<file path="config.mk">
export PLATFORM = sky130hd
export DESIGN_NAME = aabbct_ram
export DESIGN_NICKNAME = d
export VERILOG_FILES = /design/src/aabbct_ram.sv
export SDC_FILE = /design/constraint.sdc
export NUM_CORES = 1
export LEC_CHECK = 0
export BUFFER_PORTS_ARGS = -buffer_cell sky130_fd_sc_hd__buf_2
export CORE_MARGIN = 3
export CORE_UTILIZATION = 35
export CTS_CLUSTER_DIAMETER = 80
export CTS_CLUSTER_SIZE = 25
export DETAILED_ROUTE_END_ITERATION = 16
export GPL_ROUTABILITY_DRIVEN = 0
export PLACE_DENSITY = 0.56
export SLEW_MARGIN = 40
export SYNTH_ARGS = -nofsm -noshare
export SYNTH_HDL_FRONTEND = slang
export SYNTH_SLANG_ARGS = --single-unit
</file>
<file path="constraint.sdc">
create_clock -name clk -period 2.37 [get_ports clk]
set_input_delay 0.474 -clock clk [delete_from_list [all_inputs] [get_ports clk]]
set_output_delay 0.474 -clock clk [all_outputs]
set_load 0.01 [all_outputs]
</file>
<file path="src/aabbct_ram.sv">
// Generic simple dual-port RAM with one write port and a registered read port.
module aabbct_ram #(
    parameter int WIDTH = 8,
    parameter int DEPTH = 16
) (
    input  logic                     clk,
    input  logic                     wr_en,
    input  logic [$clog2(DEPTH)-1:0] wr_addr,
    input  logic [WIDTH-1:0]         wr_data,
    input  logic                     rd_en,
    input  logic [$clog2(DEPTH)-1:0] rd_addr,
    output logic [WIDTH-1:0]         rd_data
);

    logic [WIDTH-1:0] mem [DEPTH];

    // Write and registered read
    always_ff @(posedge clk)
    begin
        if (wr_en)
        begin
            mem[wr_addr] <= wr_data;
        end
        if (rd_en)
        begin
            rd_data <= mem[rd_addr];
        end
    end

endmodule

</file>
==> run metrics <==
outcome=complete, no violations; CTS Buffer Depth=2; PortBufs=26; crit-path max cell delay=600 ps; total grt overflow=0; area of the multi-input gates=roughly 1100 um2; CP cell instances=buf_2 -> buf_4 -> mux4_1 -> a22oi_1 -> nand2_1; Gate Count Post-Synth=between 200 and 250; RSZ-0062 raised after global routing=false; Post-DRT Antenna Nets=0; routed wire length=between 10 and 15 mm; Fmax=589 MHz; nets=just over 300; core area=~15000 um2; CTS sink count=roughly 140; 1st-iter DRT viols=about 180; worst clock skew=8.18 ps; Initial Util=between 30 and 40%; Setup CP Type=primary input to flip-flop; global-route wire length before repair=approximately 16 mm; Synth Cell Area=about 5200 um2; crit-path max FO=8; Worst-Margin Slew=505 ps; CP Capture Type=flip-flop; layout cells sized above 1=33.0%; Clk pin slew, worst setup/hold paths=about 60 ps; relative slew slack=between 60% and 70%; post-cts sizing count=0; Slew Viols, Final=0; Row Count=44; worst endpoint required time=roughly 2500 ps; clk_lat worst skew=410 ps; initial antenna violation count=2; Seq cells post-synth=between 100 and 150; Layout area overhead=19.8%; P per Cell Area=around 870 nW/um2; DR vias/cell=5.07; post-CTS repair timing setup buffer count=0; storage element area=4080 um2; ANT cells=0; DR vias=about 2500; hold slack=approximately 430 ps; dpl hpwl=just under 7 mm; Worst Path Arrival=around 1800 ps; DRC Markers=0; gr usage total=roughly 14%; largest net degree at the start of global routing=33; crit start category=primary input; post-route clock period utilization=between 70% and 80%; Pleak=2.12 nW; WL/cell=about 22 um; vias in the first global route=2594; hold_buf cts=0; synth unique cells=18; Max H-tree Level=4; Mapped Avg Cell Area=about 23 um2; IO Pins=27; Yosys warning count=0; Final Setup Violations=0; min Tclk post-route=approximately 1700 ps; Die ar.=about 16000 um2; root buffer cell=clkbuf_16; # fillers=1234; sequential area share after synthesis=78.1%; Die Ht=about 130 um; TNS Setup=0 ps; slowest CP cell=mux4_1; Peak VDD IR=between 400 and 500 uV; CTS buffer count=17; Syn Nets=248; CTS tree=yes; Min-Delay Path Class=primary input to flip-flop; Die Width=around 130 um; Final Hold Violating Endpoints=0; MaxCap Viol Count=0; drt first pass iters=4
==> critical path, delay by kind of cell <==
family          cells  cell delay [ps]
compound gates      1              280
buf+inv             2              330
simple gates        1              150
mux                 1              600
==> final cells by class <==
type / count / share of cell area [%]
clock inverter: 14 / 2.12
multi-input combinational: 83 / 16.9
clock buffer: 18 / 6.85
tap: 184 / 3.68
sequential: 136 / 65.2
timing repair buffer: 49 / 5.24
==> cell usage in the layout, fill, tap and decap left out <==
cell type   Yosys  routed
inv_6           0       1
and2_1          1       1
mux4_2         18      18
a22oi_1        16      16
buf_2           3      26
nor3_1          4       4
clkinvlp_4      0       2
nor2_1         13      13
edfxtp_1      136     136
and2b_1         1       1
mux4_1         14      14
clkinv_4        0       1
or3b_2          1       1
nand3_1         1       1
clkbuf_1        0       1
buf_4           1      21
nand3b_1        2       2
nor2b_1         1       1
nand2_1         9       9
clkinv_2        0       8
clkbuf_16       0      17
bufinv_16       0       2
nand2b_1        2       2
buf_12          0       2
==> through the flow <==
stage	setup slack, ps	std cells	utilization (%)	total power [W]	area [um2]
2_1_floorplan	403	229	-	0.00291	5230
3_3_place_gp	253	452	39.1	0.00303	5700
3_5_place_dp	270	452	39.1	0.00304	5700
4_1_cts	703	484	42.9	0.00550	6260
5_1_grt	651	484	42.9	0.00564	6260
6_report	671	484	42.9	0.00545	6260
==> routing by layer <==
layer / vias to the layer above / routed length, um / part of all wire (%) / track usage, %
met5: - / 27 / 0.25 / 0
met4: 4 / 112 / 1.1 / 4.93
met3: 15 / 835 / 7.9 / 4.67
met2: 82 / 4890 / 46 / 20.2
met1: 1253 / 4740 / 45 / 19.7
li1: 1101 / - / - / -
==> Yosys cell counts <==
cell / instances / area share, %
edfxtp_1: 136 / 78
mux4_2: 18 / 7.8
a22oi_1: 16 / 2.3
mux4_1: 14 / 7.0
nor2_1: 13 / 0.93
nand2_1: 9 / 0.65
nor3_1: 4 / 0.38
buf_2: 3 / 0.29
buf_6: 3 / 0.65
clkdlybuf4s25_2: 3 / 0.57
nand2b_1: 2 / 0.24
nand3b_1: 2 / 0.29
and2_1: 1 / 0.12
and2b_1: 1 / 0.14
buf_4: 1 / 0.14
nand3_1: 1 / 0.096
nor2b_1: 1 / 0.12
or3b_2: 1 / 0.17
==> state kept, by name (all words and copies together) (netlist names) <==
signal / count
mem: 128
rd_data: 8
==> path summary, 6_finish.rpt <==
| kind | startpoint | end | slack, ps | cells past startpoint |
|---|---|---|---|---|
| min | rd_en | rd_data[0] | 430 | 1 |
| max reg2reg | mem[1][3] | rd_data[3] | 780 | 3 |
| min reg2reg | mem[14][4] | rd_data[4] | 760 | 3 |
| max | rd_addr[0] | rd_data[3] | 670 | 5 |
==> power breakdown <==
group / internal (W) / leakage (nW) / switching [W]
logic: 0.000109 / 0.604 / 0.000148
clock network: 0.00153 / 0.279 / 0.000937
registers: 0.00271 / 1.24 / 0.0000141
==> cell families (layout without fill, tap and decap cells) <==
logic type,count (synthesis),after routing,share of synthesized area (%)
buf+inv,10,81,1.65
mux,32,32,14.8
simple gates,35,35,3.14
compound gates,16,16,2.30
flops,136,136,78.1
Note: power is estimated with default switching activity, not from simulation.
