$ cat src/aabbct_overlap.sv
// Strict overlap test of two corner-based boxes.
module aabbct_overlap #(
    parameter int COORD_BITS = 16
) (
    input  logic signed [COORD_BITS-1:0] a_x,
    input  logic signed [COORD_BITS-1:0] a_y,
    input  logic        [COORD_BITS-2:0] a_w,
    input  logic        [COORD_BITS-2:0] a_h,
    input  logic signed [COORD_BITS-1:0] b_x,
    input  logic signed [COORD_BITS-1:0] b_y,
    input  logic        [COORD_BITS-2:0] b_w,
    input  logic        [COORD_BITS-2:0] b_h,
    output logic                         hit
);

    logic signed [COORD_BITS:0] ax_e, ay_e, bx_e, by_e;
    logic signed [COORD_BITS:0] a_right, a_bottom, b_right, b_bottom;

    // Widen by one bit so the far edges cannot wrap
    always_comb
    begin
        ax_e     = {a_x[COORD_BITS-1], a_x};
        ay_e     = {a_y[COORD_BITS-1], a_y};
        bx_e     = {b_x[COORD_BITS-1], b_x};
        by_e     = {b_y[COORD_BITS-1], b_y};
        a_right  = ax_e + signed'({2'b00, a_w});
        a_bottom = ay_e + signed'({2'b00, a_h});
        b_right  = bx_e + signed'({2'b00, b_w});
        b_bottom = by_e + signed'({2'b00, b_h});
        hit      = (ax_e < b_right) && (a_right > bx_e) &&
                   (ay_e < b_bottom) && (a_bottom > by_e);
    end

endmodule

$ cat config.mk
export PLATFORM = sky130hd
export DESIGN_NAME = aabbct_overlap
export DESIGN_NICKNAME = d
export VERILOG_FILES = /design/src/aabbct_overlap.sv
export SDC_FILE = /design/constraint.sdc
export NUM_CORES = 1
export LEC_CHECK = 0
export ABC_AREA = 1
export BUFFER_PORTS_ARGS = -buffer_cell sky130_fd_sc_hd__buf_2
export CORE_MARGIN = 1.5
export CORE_UTILIZATION = 48
export DETAILED_ROUTE_END_ITERATION = 7
export PLACE_DENSITY = 0.76
export SYNTH_ARGS = -nofsm -noshare
export SYNTH_HDL_FRONTEND = slang
export SYNTH_SLANG_ARGS = --single-unit
$ cat constraint.sdc
create_clock -name vclk -period 3.5
set_input_delay 0.7 -clock vclk [all_inputs]
set_output_delay 0.7 -clock vclk [all_outputs]
set_load 0.01 [all_outputs]
==> flow_summary.json <==
{
  "drive_gt1_frac": 0.365,
  "stdcell_area_um2": 7380,
  "max_stage_delay_ns": 0.34,
  "hpwl_mm": 14.0,
  "crit_family": "simple AND/OR/NAND/NOR gates",
  "vias": 6240,
  "slew_headroom": 0.690,
  "max_freq_mhz": 240,
  "post_dp_cell_area_um2": 7160,
  "std_cell_rows": 36,
  "drtIter0Drc": 140,
  "wl_per_cell_um": 12.8,
  "initial_core_util": 0.496,
  "cts_hold_buf": 0,
  "yosysSeqAreaShare": 0,
  "violations": "setup timing",
  "slew_violations": 0,
  "tightest_slew_ns": 0.460,
  "yosys.area_share.adder": 0.342,
  "final_common_cell": "buf_4",
  "p_leak_nw": 4.28,
  "die_y_um": 103,
  "holdCritStartpoint": "a_y[15]",
  "arrival_ns": 3.47,
  "cp_slowest_cell": "fa_2",
  "yosys.area_share.simple": 0.287,
  "crit_path_frequent_cell": "nand2_1",
  "fillerInstances": 786,
  "fin_ws_ns": -0.669,
  "syn_nets": 1023,
  "yosys_warnings": 0,
  "grt_pass1_vias": 6068,
  "syn_area_um2": 4840,
  "rsz0062_at_grt": "true",
  "synth.distinct_cells": 32,
  "synth_compound_area_frac": 0.197,
  "holdPathStages": 10,
  "io_pins": 125,
  "synth_top_family_by_area": "adder cells",
  "endpoint_kind": "primary output",
  "port_buffers": 125,
  "status": "complete, but fails checks",
  "critPathKind": "input port to primary output",
  "mostFrequentLayoutCells": "201 x buf_4, 185 x nand2_1, 122 x buf_2",
  "setup-violations-final": 1,
  "synthMuxAreaShare": 0,
  "crit_chain": "buf_4, ha_4, fa_2, nand2_1, nand2_1, o21ai_2, o21ai_2, nand3_2, nand2_2, buf_4, xnor2_1, ha_1, nand2_1, nor2_1, nand2_1, nand3b_1, nand4_1, nand2_2, nor2_2, nand2_1, nor2_2, buf_2",
  "worstHoldEndpoint": "hit",
  "fin_cells": 1228,
  "synth_cells": 769,
  "setup_tns_ns": -0.669,
  "coreArea_um2": 9770,
  "drtPass1Iterations": 5,
  "grt_pass1_wl_mm": 24.8,
  "hold_slack_ns": 2.24,
  "drv_cap": 0,
  "cp-start-kind": "input port",
  "ant_nets": 0,
  "worstPathRequired_ns": 2.80,
  "ir_drop_v": 0.000108,
  "die-area_um2": 10700,
  "via_per_inst": 5.08,
  "hold_viol": 0,
  "cp_max_fo": 2,
  "fin_crit_ns": 4.17,
  "drc": 0,
  "grt_max_degree": 6,
  "p_per_area_nw_per_um2": 202,
  "diodes": 0,
  "drt_wl_total_mm": 15.7,
  "design.seq.count": 0,
  "fin_crit_sh": 1.19,
  "gp_congestion": 1.03,
  "hp-class": "input port to primary output",
  "crit_buf_inv": 3,
  "regArea_um2": 0,
  "die_w_um": 103,
  "area_growth_pct": 52.3,
  "avgSynthCellArea_um2": 6.30,
  "placed_cells": 1218,
  "antenna_found_initial": 0,
  "synthXorXnorAreaFrac": 0.0865,
  "layout.nets": 1351,
  "grt_overflow": 0,
  "nClkBuffers": 0,
  "place_ws_ns": -0.726,
  "grt_usage": 0.289
}
==> cell type report <==
type | instances | area, um2 | area share
Multi-Input combinational cell | 656 | 4630 | 0.628
Timing Repair Buffer | 326 | 2150 | 0.292
Tap cell | 133 | 166 | 0.0226
Inverter | 113 | 424 | 0.0575
==> cell usage after synthesis <==
cell,number,area share
a211oi_1,5,0.0078
a21o_1,13,0.020
a21oi_1,62,0.064
a21oi_2,5,0.0090
a21oi_4,5,0.017
a221oi_1,3,0.0054
a221oi_2,1,0.0031
and2_1,1,0.0013
fa_1,4,0.017
ha_1,126,0.33
inv_1,111,0.086
inv_2,2,0.0016
nand2_1,192,0.15
nand2_2,7,0.0090
nand3_1,32,0.033
nand3_2,2,0.0041
nand3b_1,7,0.011
nand4_1,10,0.013
nor2_1,73,0.057
nor3_1,7,0.0072
nor3b_1,1,0.0016
nor4_1,1,0.0013
o211ai_1,8,0.012
o21a_1,2,0.0031
o21ai_0,26,0.027
o21ai_1,1,0.0010
o21ai_2,9,0.016
o21ai_4,1,0.0034
o21bai_1,5,0.0078
xnor2_1,18,0.033
xor2_1,28,0.051
xor2_2,1,0.0034
==> logic make-up (layout without fill, tap and decap cells) <==
| kind of cell | after synthesis | after routing |
|---|---|---|
| xor gates and xnor gates | 47 | 47 |
| adders and majority gates | 130 | 130 |
| AOI/OAI and AO/OA | 146 | 146 |
| buffers and inverters | 113 | 439 |
| and+or+nand+nor | 333 | 333 |
==> power by group <==
group	switching (W)	total, W	internal, W
sequential	0	0	0
combinational	0.000762	0.00149	0.000730
clock	0	0	0
==> what timing repair did <==
action,in CTS,in global routing
resized for setup,21,16
endpoints found under the setup margin,1,1
pin swaps,38,25
setup buffers,5,5
==> metrics by stage <==
stage	util	total power, W
after floorplan	-	0.000835
after global placement	0.732	0.00137
after detailed placement	0.732	0.00142
after CTS	0.744	0.00145
after global routing	0.755	0.00167
final	0.755	0.00149
==> routing by layer <==
layer  vias up  global-route usage  wire [um]  part of all wire
li1       3232                   -          -                 -
met1      2754               0.315       6410              0.41
met2       210               0.583       7980              0.51
met3        44              0.0114        744             0.047
met4         0               0.104        558             0.036
met5         -                   0          0                 0
==> worst max path at each step <==
stage | start | endpoint | slack (ns) | cells after the start
global route | b_x[0] | hit | -0.89 | 22
global placement | a_x[0] | hit | -0.64 | 23
detailed placement | a_x[0] | hit | -0.73 | 23
finish | b_x[0] | hit | -0.67 | 22
CTS | a_h[0] | hit | -0.59 | 22
floorplan | a_x[0] | hit | -0.21 | 21
Note: power is estimated with default switching activity, not from simulation.
